`src/rtl/rbd_pkg.sv`:
```
package rbd_pkg;

  localparam int PIX_W                = 32;
  localparam int CH_W                 = 8;
  localparam int NUM_CH               = 4;
  localparam int PAIR_W               = CH_W + 1;
  localparam int QUAD_W               = CH_W + 2;
  localparam int LINE_W               = NUM_CH * PAIR_W;
  localparam int CFG_W                = 13;
  localparam int CFG_IDX_W            = 1;
  localparam int ROW_W                = 12;
  localparam int HGT_W                = 13;
  localparam int MAX_SOURCE_HEIGHT    = 4096;
  localparam int DEF_MAX_SOURCE_WIDTH = 4096;
  localparam int RST_SOURCE_WIDTH     = 4096;
  localparam int RST_SOURCE_HEIGHT    = 4096;

  localparam logic [CFG_IDX_W-1:0] REG_SOURCE_WIDTH  = 1'b0;
  localparam logic [CFG_IDX_W-1:0] REG_SOURCE_HEIGHT = 1'b1;

  typedef logic [PIX_W-1:0]  pix_t;
  typedef logic [LINE_W-1:0] line_t;

  // per-beat decode handed from sequencer to datapath
  typedef struct packed {
    logic hold_left;
    logic line_wr;
    logic line_rd;
    logic emit;
    logic zero;
    logic last;
  } ctl_t;

  function automatic line_t pair_sum(input pix_t left, input pix_t right);
    line_t s;
    s = '0;
    for (int c = 0; c < NUM_CH; c++) begin
      s[c*PAIR_W +: PAIR_W] = PAIR_W'(left[c*CH_W +: CH_W]) + PAIR_W'(right[c*CH_W +: CH_W]);
    end
    return s;
  endfunction

  function automatic pix_t box_avg(input line_t top, input line_t bot);
    pix_t p;
    logic [QUAD_W-1:0] q;
    p = '0;
    q = '0;
    for (int c = 0; c < NUM_CH; c++) begin
      q = QUAD_W'(top[c*PAIR_W +: PAIR_W]) + QUAD_W'(bot[c*PAIR_W +: PAIR_W]);
      p[c*CH_W +: CH_W] = q[QUAD_W-1:2];
    end
    return p;
  endfunction

endpackage

```
`src/rtl/rbd_seq.sv`:
```
module rbd_seq import rbd_pkg::*; #(
  parameter int MAX_SOURCE_WIDTH = DEF_MAX_SOURCE_WIDTH,
  localparam int WW = $clog2(MAX_SOURCE_WIDTH + 1),
  localparam int CW = $clog2(MAX_SOURCE_WIDTH),
  localparam int AW = $clog2(MAX_SOURCE_WIDTH / 2)
) (
  input  logic                 clk,
  input  logic                 rst_n,
  input  logic                 cfg_we,
  input  logic [CFG_IDX_W-1:0] cfg_index,
  input  logic [CFG_W-1:0]     cfg_data,
  input  logic                 accept,
  output ctl_t                 ctl,
  output logic [AW-1:0]        slot
);

  localparam int CMPW    = (WW > CFG_W) ? WW : CFG_W;
  localparam int RST_W   = (RST_SOURCE_WIDTH < MAX_SOURCE_WIDTH) ?
                           RST_SOURCE_WIDTH : MAX_SOURCE_WIDTH;

  logic [WW-1:0]    eff_w_r, eff_w_nxt;
  logic [HGT_W-1:0] eff_h_r, eff_h_nxt;
  logic [CW-1:0]    col_r, col_nxt;
  logic [ROW_W-1:0] row_r, row_nxt;
  logic [CMPW-1:0]  wval;
  logic             tiny_lvl, w_one, h_one, col_hit, row_hit;
  logic             col_end, row_end;
  logic [WW-1:0]    last_col;
  logic [HGT_W-1:0] last_row;

  assign wval = CMPW'(cfg_data);

  always_comb begin
    eff_w_nxt = eff_w_r;
    eff_h_nxt = eff_h_r;
    if (cfg_we && cfg_index == REG_SOURCE_WIDTH) begin
      if (cfg_data == '0) begin
        eff_w_nxt = WW'(1);
      end else if (wval > CMPW'(MAX_SOURCE_WIDTH)) begin
        eff_w_nxt = WW'(MAX_SOURCE_WIDTH);
      end else begin
        eff_w_nxt = wval[WW-1:0];
      end
    end
    if (cfg_we && cfg_index == REG_SOURCE_HEIGHT) begin
      if (cfg_data == '0) begin
        eff_h_nxt = HGT_W'(1);
      end else if (cfg_data > HGT_W'(MAX_SOURCE_HEIGHT)) begin
        eff_h_nxt = HGT_W'(MAX_SOURCE_HEIGHT);
      end else begin
        eff_h_nxt = cfg_data;
      end
    end
  end

  assign w_one    = (eff_w_r == WW'(1));
  assign h_one    = (eff_h_r == HGT_W'(1));
  assign tiny_lvl = (eff_w_r < WW'(4)) || (eff_h_r < HGT_W'(4));
  assign col_hit  = w_one || col_r[0];
  assign row_hit  = h_one || row_r[0];
  assign last_col = w_one ? '0 : {eff_w_r[WW-1:1], 1'b0} - WW'(1);
  assign last_row = h_one ? '0 : {eff_h_r[HGT_W-1:1], 1'b0} - HGT_W'(1);
  assign col_end  = (WW'(col_r) == eff_w_r - WW'(1));
  assign row_end  = (HGT_W'(row_r) == eff_h_r - HGT_W'(1));

  always_comb begin
    ctl.hold_left = !tiny_lvl && !col_r[0];
    ctl.line_wr   = !tiny_lvl && col_r[0] && !row_r[0];
    ctl.line_rd   = !tiny_lvl && col_r[0] && row_r[0];
    ctl.emit      = tiny_lvl ? (col_hit && row_hit) : (col_r[0] && row_r[0]);
    ctl.zero      = tiny_lvl;
    ctl.last      = (WW'(col_r) == last_col) && (HGT_W'(row_r) == last_row);
  end

  assign slot = col_r[AW:1];

  always_comb begin
    col_nxt = col_r;
    row_nxt = row_r;
    if (cfg_we) begin
      col_nxt = '0;
      row_nxt = '0;
    end else if (accept) begin
      if (col_end) begin
        col_nxt = '0;
        row_nxt = row_end ? '0 : row_r + ROW_W'(1);
      end else begin
        col_nxt = col_r + CW'(1);
      end
    end
  end

  always_ff @(posedge clk) begin
    if (!rst_n) begin
      eff_w_r <= WW'(RST_W);
      eff_h_r <= HGT_W'(RST_SOURCE_HEIGHT);
      col_r   <= '0;
      row_r   <= '0;
    end else begin
      eff_w_r <= eff_w_nxt;
      eff_h_r <= eff_h_nxt;
      col_r   <= col_nxt;
      row_r   <= row_nxt;
    end
  end

endmodule

```
`config.mk`:
```
export PLATFORM = sky130hd
export DESIGN_NAME = rbd_seq
export DESIGN_NICKNAME = d
export VERILOG_FILES = /design/src/rtl/rbd_pkg.sv /design/src/rtl/rbd_seq.sv
export SDC_FILE = /design/constraint.sdc
export NUM_CORES = 1
export LEC_CHECK = 0
export BUFFER_PORTS_ARGS = -buffer_cell sky130_fd_sc_hd__buf_2
export CORE_ASPECT_RATIO = 1.4
export CORE_MARGIN = 2
export CORE_UTILIZATION = 55
export DETAILED_ROUTE_END_ITERATION = 10
export PLACE_DENSITY = 0.74
export SETUP_SLACK_MARGIN = 0.4
export SYNTH_ARGS = -nofsm -noshare
export SYNTH_HDL_FRONTEND = slang
export SYNTH_SLANG_ARGS = --single-unit
```
`constraint.sdc`:
```
create_clock -name clk -period 4.3 [get_ports clk]
set_input_delay 0.43 -clock clk [delete_from_list [all_inputs] [get_ports clk]]
set_output_delay 0.43 -clock clk [all_outputs]
set_load 0.05 [all_outputs]
```
==> impl_metrics.py, run 1 <==
metrics = {
    "setup_path": {
        "cp_cell_sequence": "inv_1 > ha_2 > nor3b_1 > buf_4 > nand3_1 > xnor2_1 > or4b_2 > a21bo_2 > a221o_1 > nor4_4 > buf_6",
        "setup.worst_path.class": "reg2out",
        "crit_fanout": 5,
        "critPathCaptureType": "primary output",
        "worstPathRequired_ps": 3870,
        "arrival_ps": 3320,
        "cp.buffers_inverters": 3,
        "cp_top_family": "simple AND/OR/NAND/NOR gates",
        "critical-path-max-stage-delay_ps": 630,
        "start_kind": "register",
        "cp_slowest_cell": "or4b_2",
    },
    "cells_and_area": {
        "fillers": 669,
        "diodes": 0,
        "final_nets": 571,
        "drive_above_1_share_pct": 13.6,
        "utilization_pct": 59.4,
        "multi_input_area_um2": 2890,
        "syn2layout_area_growth_pct": 4.52,
        "stdcell_area_um2": 4370,
        "final_cell_mix": "nand2_1 (91), dfxtp_1 (50), nor2_1 (33), buf_2 (33), xnor2_1 (31)",
        "instances_no_fill": 641,
        "seq_area_um2": 1000,
        "final_common_cell": "nand2_1",
    },
    "synth": {
        "ys_seq_area_share_pct": 23.9,
        "synth_nets": 580,
        "async_flop_share_pct": 0,
        "synth_edf_count": 0,
        "syn_area_per_cell_um2": 7.58,
        "ys_types": 66,
        "yosys_most_used_dff": "dfxtp_1",
        "syn_inst": 552,
        "yosysWarnings": 0,
        "yosys_register_bits": 50,
        "syn-cell-area_um2": 4180,
    },
    "global_routing": {
        "grt_max_degree": 29,
        "grt_pass1_vias": 3732,
        "grt_pass1_wl_mm": 18.0,
        "track_usage_pct": 26.7,
        "antenna_found_initial": 0,
        "overflow": 0,
    },
    "cts": {
        "clock_path_buffers": 2,
        "cts_tree": "yes",
        "numCtsBuffers": 5,
        "h-tree-depth": 2,
        "cts.clk_slew.worst_paths_ps": 90,
        "clkLatencyLatePin_ps": 300,
        "cts.sinks": 50,
        "cts_root_buf": "clkbuf_8",
        "cts_hold_buf": 0,
    },
    "sta": {
        "worst_pin_slew_ps": 779,
        "min_period_ps": 3750,
        "finalSetupViolCount": 0,
        "max_freq_mhz": 267,
        "grt_setup_unrepaired": "no",
        "clock_skew_ps": 5.52,
        "finalHoldViolations": 0,
        "slew_headroom_pct": 48.0,
        "drv_slew": 0,
        "setup_tns_ps": 0,
        "finalCritPeriodShare_pct": 87.2,
    },
    "power": {
        "p_leak_nw": 1.65,
        "irDropWorstVdd_v": 0.000150,
        "switchingPower_mw": 0.319,
        "p_int_mw": 0.702,
        "pwr-share-seq_pct": 48.2,
        "comb_power_share_pct": 23.8,
        "pwr_density_cell_nw_per_um2": 234,
        "swShare_pct": 31.2,
        "p_clk_share_pct": 28.0,
    },
    "floorplanning": {
        "io_pins": 35,
        "die_h_um": 107,
        "fp.dieArea_um2": 8330,
        "core_um2": 7360,
        "initial_core_util_pct": 56.8,
        "die_w_um": 77.7,
        "rows": 37,
    },
    "drt": {
        "wl_per_cell_um": 16.8,
        "drtPass1Iterations": 5,
        "drtAntennaViolNets": 0,
        "num_vias": 3957,
        "drt_iter0_drc": 241,
        "drc": 0,
        "wirelength_mm": 10.8,
        "vias_per_cell": 6.17,
    },
    "placement": {
        "post-dp-hpwl_mm": 8.30,
        "dp.cells": 631,
        "postPlaceCellArea_um2": 4220,
        "io_buffers": 34,
        "place_congestion": 0.985,
    },
    "run_status": {
        "status": "finished, final reports clean",
    },
    "hold_path": {
        "min_path_type": "in2reg",
    },
    "run": {
        "maxCapViolations": 0,
    },
}
-- kinds of logic (layout without fill, tap and decap cells) --
logic type	count (synthesis)	after routing	synth area share (%)
muxes	1	1	0.239
adders and majority gates	10	10	2.99
AOI/OAI and AO/OA	111	111	19.7
xor gates and xnor gates	56	56	11.7
DFF	50	50	23.9
and+or+nand+nor	255	255	33.2
buffers and inverters	69	61	8.14
-- flip-flops by register name (all words and copies together), names as in the netlist --
register	cells
row_r	12
col_r	12
eff_h_r	13
eff_w_r	13
-- what timing repair did --
action | 4_1_cts | 5_1_grt
buffers inserted | 1 | 1
resized for setup | 4 | 3
gates cloned | 0 | 0
endpoints found under the setup margin | 1 | 1
pin swaps | 1 | 2
-- stage by stage --
stage | hold slack [ps] | worst slack (ps) | power [mW]
detailed placement | 525 | 568 | 0.737
CTS | 459 | 497 | 1.02
floorplan | 480 | 659 | 0.683
global route | 469 | 372 | 1.08
global placement | 526 | 671 | 0.733
finish | 467 | 550 | 1.02
-- Yosys cell counts, types with 12 or more instances --
cell type	count	area share, %
nand2_1	91	8.2
dfxtp_1	50	24
nor2_1	33	3.0
xnor2_1	31	6.5
clkbuf_1	29	2.6
a21boi_0	25	4.5
a21oi_1	25	3.0
xor2_1	25	5.2
nand3_1	20	2.4
nor2b_1	16	2.4
inv_1	14	1.3
or4_1	13	2.3
buf_4	12	2.2
-- cell type report --
type                            count  area share (%)
Multi-Input combinational cell    433            66.1
Sequential cell                    50            22.9
Timing Repair Buffer               39            4.89
Tap cell                           97            2.78
Clock buffer                        7            1.97
Inverter                           14            1.20
Clock inverter                      1           0.114
-- final timing paths --
check / start / end / slack, ps / cells past startpoint
setup reg to reg: eff_w_r[1] / row_r[9] / 1130 / 9
setup / recovery: eff_h_r[1] / ctl[0] / 550 / 11
hold reg to reg: eff_w_r[10] / eff_w_r[10] / 550 / 2
hold / removal: accept / col_r[1] / 470 / 3
-- worst min-delay path: stages --
cell and delay (ps):
buf_2 150, nand3_1 80, a21oi_1 60
-- power by group through the flow --
stage | clock [mW] | combinational, mW | sequential (mW)
2_1_floorplan | 0 | 0.196 | 0.487
3_3_place_gp | 0 | 0.233 | 0.500
3_5_place_dp | 0 | 0.235 | 0.501
4_1_cts | 0.295 | 0.238 | 0.491
5_1_grt | 0.316 | 0.268 | 0.494
6_report | 0.286 | 0.243 | 0.492
-- per-layer routing --
| layer | up-vias | routed length [µm] | track usage [%] |
|---|---|---|---|
| met5 | - | 0 | 0 |
| met4 | 0 | 603 | 17.6 |
| met3 | 47 | 382 | 2.36 |
| met2 | 136 | 5330 | 45.6 |
| met1 | 1855 | 4430 | 31.6 |
| li1 | 1919 | - | - |
(Power assumes the default switching activity.)
==> inputs of run 2 (changes only) <==
--- a/config.mk
+++ b/config.mk
@@ -6,11 +6,13 @@
 export NUM_CORES = 1
 export LEC_CHECK = 0
 export BUFFER_PORTS_ARGS = -buffer_cell sky130_fd_sc_hd__buf_2
+export CELL_PAD_IN_SITES_DETAIL_PLACEMENT = 1
+export CELL_PAD_IN_SITES_GLOBAL_PLACEMENT = 1
 export CORE_ASPECT_RATIO = 1.4
 export CORE_MARGIN = 2
-export CORE_UTILIZATION = 55
+export CORE_UTILIZATION = 49
 export DETAILED_ROUTE_END_ITERATION = 10
-export PLACE_DENSITY = 0.74
+export PLACE_DENSITY_LB_ADDON = 0.1
 export SETUP_SLACK_MARGIN = 0.4
 export SYNTH_ARGS = -nofsm -noshare
 export SYNTH_HDL_FRONTEND = slang
==> impl_metrics.py, run 2 (synthesis gave the netlist of run 1 again) <==
metrics = {
    "drt": {
        "drtPass1Iterations": 4,
        "drt_iter0_drc": 220,
        "wl_per_cell_um": 19.5,
        "wirelength_mm": 12.6,
        "drc": 0,
        "drtAntennaViolNets": 0,
        "num_vias": 3951,
        "vias_per_cell": 6.11,
    },
    "floorplanning": {
        "initial_core_util_pct": 50.7,
        "fp.dieArea_um2": 9300,
        "die_h_um": 113,
        "io_pins": 35,
        "core_um2": 8250,
        "rows": 39,
        "die_w_um": 82.1,
    },
    "power": {
        "comb_power_share_pct": 21.3,
        "switchingPower_mw": 0.349,
        "p_int_mw": 0.836,
        "p_clk_share_pct": 37.2,
        "irDropWorstVdd_v": 0.000195,
        "pwr-share-seq_pct": 41.5,
        "total_power_mw": 1.18,
        "p_leak_nw": 1.69,
        "swShare_pct": 29.4,
        "pwr_density_cell_nw_per_um2": 266,
    },
    "global_routing": {
        "track_usage_pct": 28.5,
        "grt_pass1_wl_mm": 20.7,
        "antenna_found_initial": 0,
        "grt_pass1_vias": 4114,
        "grt_max_degree": 29,
        "overflow": 0,
    },
    "placement": {
        "post-dp-hpwl_mm": 9.61,
        "dp.cells": 637,
        "postPlaceCellArea_um2": 4240,
        "place_congestion": 0.904,
        "io_buffers": 34,
    },
    "setup_path": {
        "arrival_ps": 3400,
        "start_kind": "register",
        "crit_fanout": 10,
        "r2r_setup_slack_ps": 970,
        "worstPathRequired_ps": 3870,
        "worst_r2r_path_depth": 9,
        "critPathCaptureType": "primary output",
        "setup.worst_path.class": "reg2out",
    },
    "sta": {
        "finalCritPeriodShare_pct": 89.0,
        "worst_pin_slew_ps": 904,
        "setup_tns_ps": 0,
        "clock_skew_ps": 6.66,
        "min_period_ps": 3830,
        "max_freq_mhz": 261,
        "finalSetupViolCount": 0,
        "finalHoldViolations": 0,
        "grt_setup_unrepaired": "no",
        "drv_slew": 0,
        "slew_headroom_pct": 39.6,
    },
    "cts": {
        "cts.clk_slew.worst_paths_ps": 70,
        "clkLatencyLatePin_ps": 300,
        "h-tree-depth": 2,
        "numCtsBuffers": 5,
        "cts_hold_buf": 0,
        "cts_root_buf": "clkbuf_16",
        "clock_path_buffers": 2,
        "cts.sinks": 50,
        "cts_tree": "yes",
    },
    "cells_and_area": {
        "instances_no_fill": 647,
        "drive_above_1_share_pct": 14.3,
        "syn2layout_area_growth_pct": 6.58,
        "final_common_cell": "nand2_1",
        "top_regs": "eff_h_r x13, eff_w_r x13",
        "final_nets": 572,
        "utilization_pct": 54.1,
        "stdcell_area_um2": 4460,
        "final_cell_mix": "nand2_1 (91), dfxtp_1 (48), nor2_1 (33), buf_2 (33), xnor2_1 (31)",
        "diodes": 0,
    },
    "run_status": {
        "status": "finished, final reports clean",
    },
    "run": {
        "maxCapViolations": 0,
    },
    "hold_path": {
        "holdPathStages": 3,
        "min_path_type": "in2reg",
    },
}
run 2: repair_timing:
action | 4_1_cts | 5_1_grt
resized for setup | 2 | 7
setup buffers | 1 | 1
pin swaps | 1 | 2
endpoints found under the setup margin | 1 | 1
run 2: worst paths after layout:
kind / endpoint / start
hold reg to reg: eff_h_r[0] / eff_h_r[0]
setup / recovery: ctl[0] / eff_h_r[3]
setup reg to reg: row_r[3] / eff_h_r[2]
hold / removal: row_r[0] / cfg_we
run 2: layer usage:
layer,vias to the layer above,global-route usage [%],share of wire (%)
met2,71,49.7,52
met1,1924,33.3,41
met5,-,0,0
met4,0,13.0,3.4
li1,1922,-,-
met3,34,4.31,2.7
run 2: power by group through the flow:
stage,Combinational (mW),Sequential (mW),Clock (mW)
2_1_floorplan,0.196,0.487,0
6_report,0.252,0.492,0.441
3_5_place_dp,0.244,0.501,0
5_1_grt,0.277,0.493,0.465
4_1_cts,0.248,0.491,0.448
3_3_place_gp,0.239,0.500,0
run 2: final cells by class:
cell class	count	area [µm²]
clock buffer	8	166
fill	1053	3790
inverter	14	52.6
multi-input combinational	433	2890
sequential	50	1000
tap	102	128
timing repair buffer	40	221
run 2: stage by stage:
| stage | hold WS (ps) | worst slack (ps) |
|---|---|---|
| 2_1_floorplan | 480 | 659 |
| 3_3_place_gp | 518 | 672 |
| 3_5_place_dp | 547 | 544 |
| 4_1_cts | 513 | 416 |
| 5_1_grt | 535 | 366 |
| 6_report | 517 | 471 |
run 2: worst max-delay path, cell delays in order, from the launching register on:
cell and delay [ps]:
dfxtp_1 460, or4_1 640, nor4_1 620, nand2_1 260, a211o_1 320, a221o_1 400
nor4_4 190, buf_6 200
==> inputs of run 3 (changes only) <==
==> constraint.sdc (replaced) <==
create_clock -name clk -period 4.3 [get_ports clk]
set_input_delay 0.43 -clock clk [delete_from_list [all_inputs] [get_ports clk]]
set_output_delay 0.43 -clock clk [all_outputs]
set_load 0.02 [all_outputs]
==> impl_metrics.py, run 3 (synthesis gave the netlist of run 1 again) <==
metrics = {
    "cts": {
        "h-tree-depth": 2,
        "clock_path_buffers": 2,
        "cts.clk_slew.worst_paths_ps": 60,
        "cts.sinks": 50,
        "clkLatencyLatePin_ps": 290,
        "cts_hold_buf": 0,
        "numCtsBuffers": 5,
        "cts_root_buf": "clkbuf_16",
        "cts_tree": "yes",
    },
    "sta": {
        "drv_slew": 0,
        "clock_skew_ps": 3.88,
        "slew_headroom_pct": 43.2,
        "min_period_ps": 3700,
        "max_freq_mhz": 270,
        "grt_setup_unrepaired": "no",
        "finalHoldViolations": 0,
        "worst_pin_slew_ps": 850,
        "finalSetupViolCount": 0,
        "setup_tns_ps": 0,
        "finalCritPeriodShare_pct": 86.1,
    },
    "setup_path": {
        "critical-path-max-stage-delay_ps": 640,
        "start_kind": "register",
        "setup.worst_path.class": "reg2out",
        "cp_slowest_cell": "or4_1",
        "r2r_setup_slack_ps": 960,
        "critPathCaptureType": "primary output",
        "cp_cell_sequence": "or4_1 > nor4_1 > nand2_1 > a211o_1 > a221o_1 > nor4_2 > buf_4",
        "crit_fanout": 10,
        "arrival_ps": 3270,
        "worstPathRequired_ps": 3870,
    },
    "drt": {
        "drc": 0,
        "wirelength_mm": 12.2,
        "wl_per_cell_um": 19.0,
        "drtPass1Iterations": 4,
        "num_vias": 3928,
        "drt_iter0_drc": 144,
        "drtAntennaViolNets": 0,
        "vias_per_cell": 6.10,
    },
    "run": {
        "maxCapViolations": 0,
    },
    "global_routing": {
        "antenna_found_initial": 0,
        "grt_pass1_wl_mm": 19.9,
        "overflow": 0,
        "track_usage_pct": 27.5,
        "grt_max_degree": 29,
        "grt_pass1_vias": 3951,
    },
    "cells_and_area": {
        "final_cell_mix": "nand2_1 (91), dfxtp_1 (49), nor2_1 (33), buf_2 (33), xnor2_1 (31)",
        "instances_no_fill": 644,
        "seq_area_um2": 1000,
        "drive_above_1_share_pct": 13.8,
        "final_common_cell": "nand2_1",
        "stdcell_area_um2": 4440,
        "syn2layout_area_growth_pct": 6.10,
        "final_nets": 569,
        "fillers": 1033,
        "top_regs": "eff_h_r x13, eff_w_r x13",
        "multi_input_area_um2": 2890,
        "diodes": 0,
    },
    "power": {
        "p_leak_nw": 1.67,
        "irDropWorstVdd_v": 0.000233,
        "pwr_density_cell_nw_per_um2": 263,
        "total_power_mw": 1.17,
    },
    "floorplanning": {
        "die_w_um": 82.1,
        "die_h_um": 113,
        "rows": 39,
        "fp.dieArea_um2": 9300,
        "initial_core_util_pct": 50.7,
        "io_pins": 35,
        "core_um2": 8250,
    },
    "hold_path": {
        "min_path_type": "in2reg",
    },
    "placement": {
        "post-dp-hpwl_mm": 9.37,
        "dp.cells": 634,
        "postPlaceCellArea_um2": 4200,
        "io_buffers": 34,
        "place_congestion": 0.882,
    },
    "run_status": {
        "status": "finished, final reports clean",
    },
}
-- run 3: changes by cell type in the layout (fill, tap and decap cells not counted), sizes merged --
cell / change
buf: -3
-- run 3: path summary, 6_finish.rpt --
path                                  start  cells after the start           to
worst min-delay path                 accept                      3     col_r[1]
worst max register to register   eff_h_r[2]                      9     row_r[7]
worst max-delay path             eff_h_r[3]                      7       ctl[0]
worst min register to register  eff_w_r[10]                      2  eff_w_r[10]
-- run 3: power breakdown --
group,leakage [nW],total [mW],switching (mW),internal [mW]
combinational,1.18,0.238,0.138,0.100
clock,0.0832,0.433,0.170,0.264
sequential,0.405,0.494,0.0227,0.472
-- run 3: final cells by class --
class                           instances  area share [%]
Sequential cell                        50            22.6
Tap cell                              102            2.88
Clock buffer                            8            3.75
Inverter                               14            1.18
Timing Repair Buffer                   37            4.40
Multi-Input combinational cell        433            65.2
-- run 3: critical path, delay by kind of cell, from the launching register on --
family                 cells  cell delay (ps)
and+or+nand+nor            4             1650
DFF                        1              480
buffers and inverters      1              180
AOI/OAI and AO/OA          2              660
-- run 3: through the flow --
step | util (%) | hold WS (ps) | setup WS [ps]
after floorplan | - | 480 | 671
after global placement | 50.9 | 519 | 730
after detailed placement | 50.9 | 535 | 635
after CTS | 53.1 | 523 | 406
after global routing | 53.8 | 529 | 388
final | 53.8 | 514 | 597
-- run 3: routing by layer --
layer | vias to the layer above | global-route usage (%) | part of all wire, %
met2 | 78 | 49.4 | 53
met5 | - | 0 | 0
met1 | 1907 | 32.8 | 42
met4 | 0 | 10.0 | 3.1
li1 | 1912 | - | -
met3 | 31 | 3.11 | 2.8
-- run 3: timing repair --
item	4_1_cts	5_1_grt
setup endpoints to repair	1	1
buffers inserted	0	2
pin swaps	1	3
resized for setup	2	8
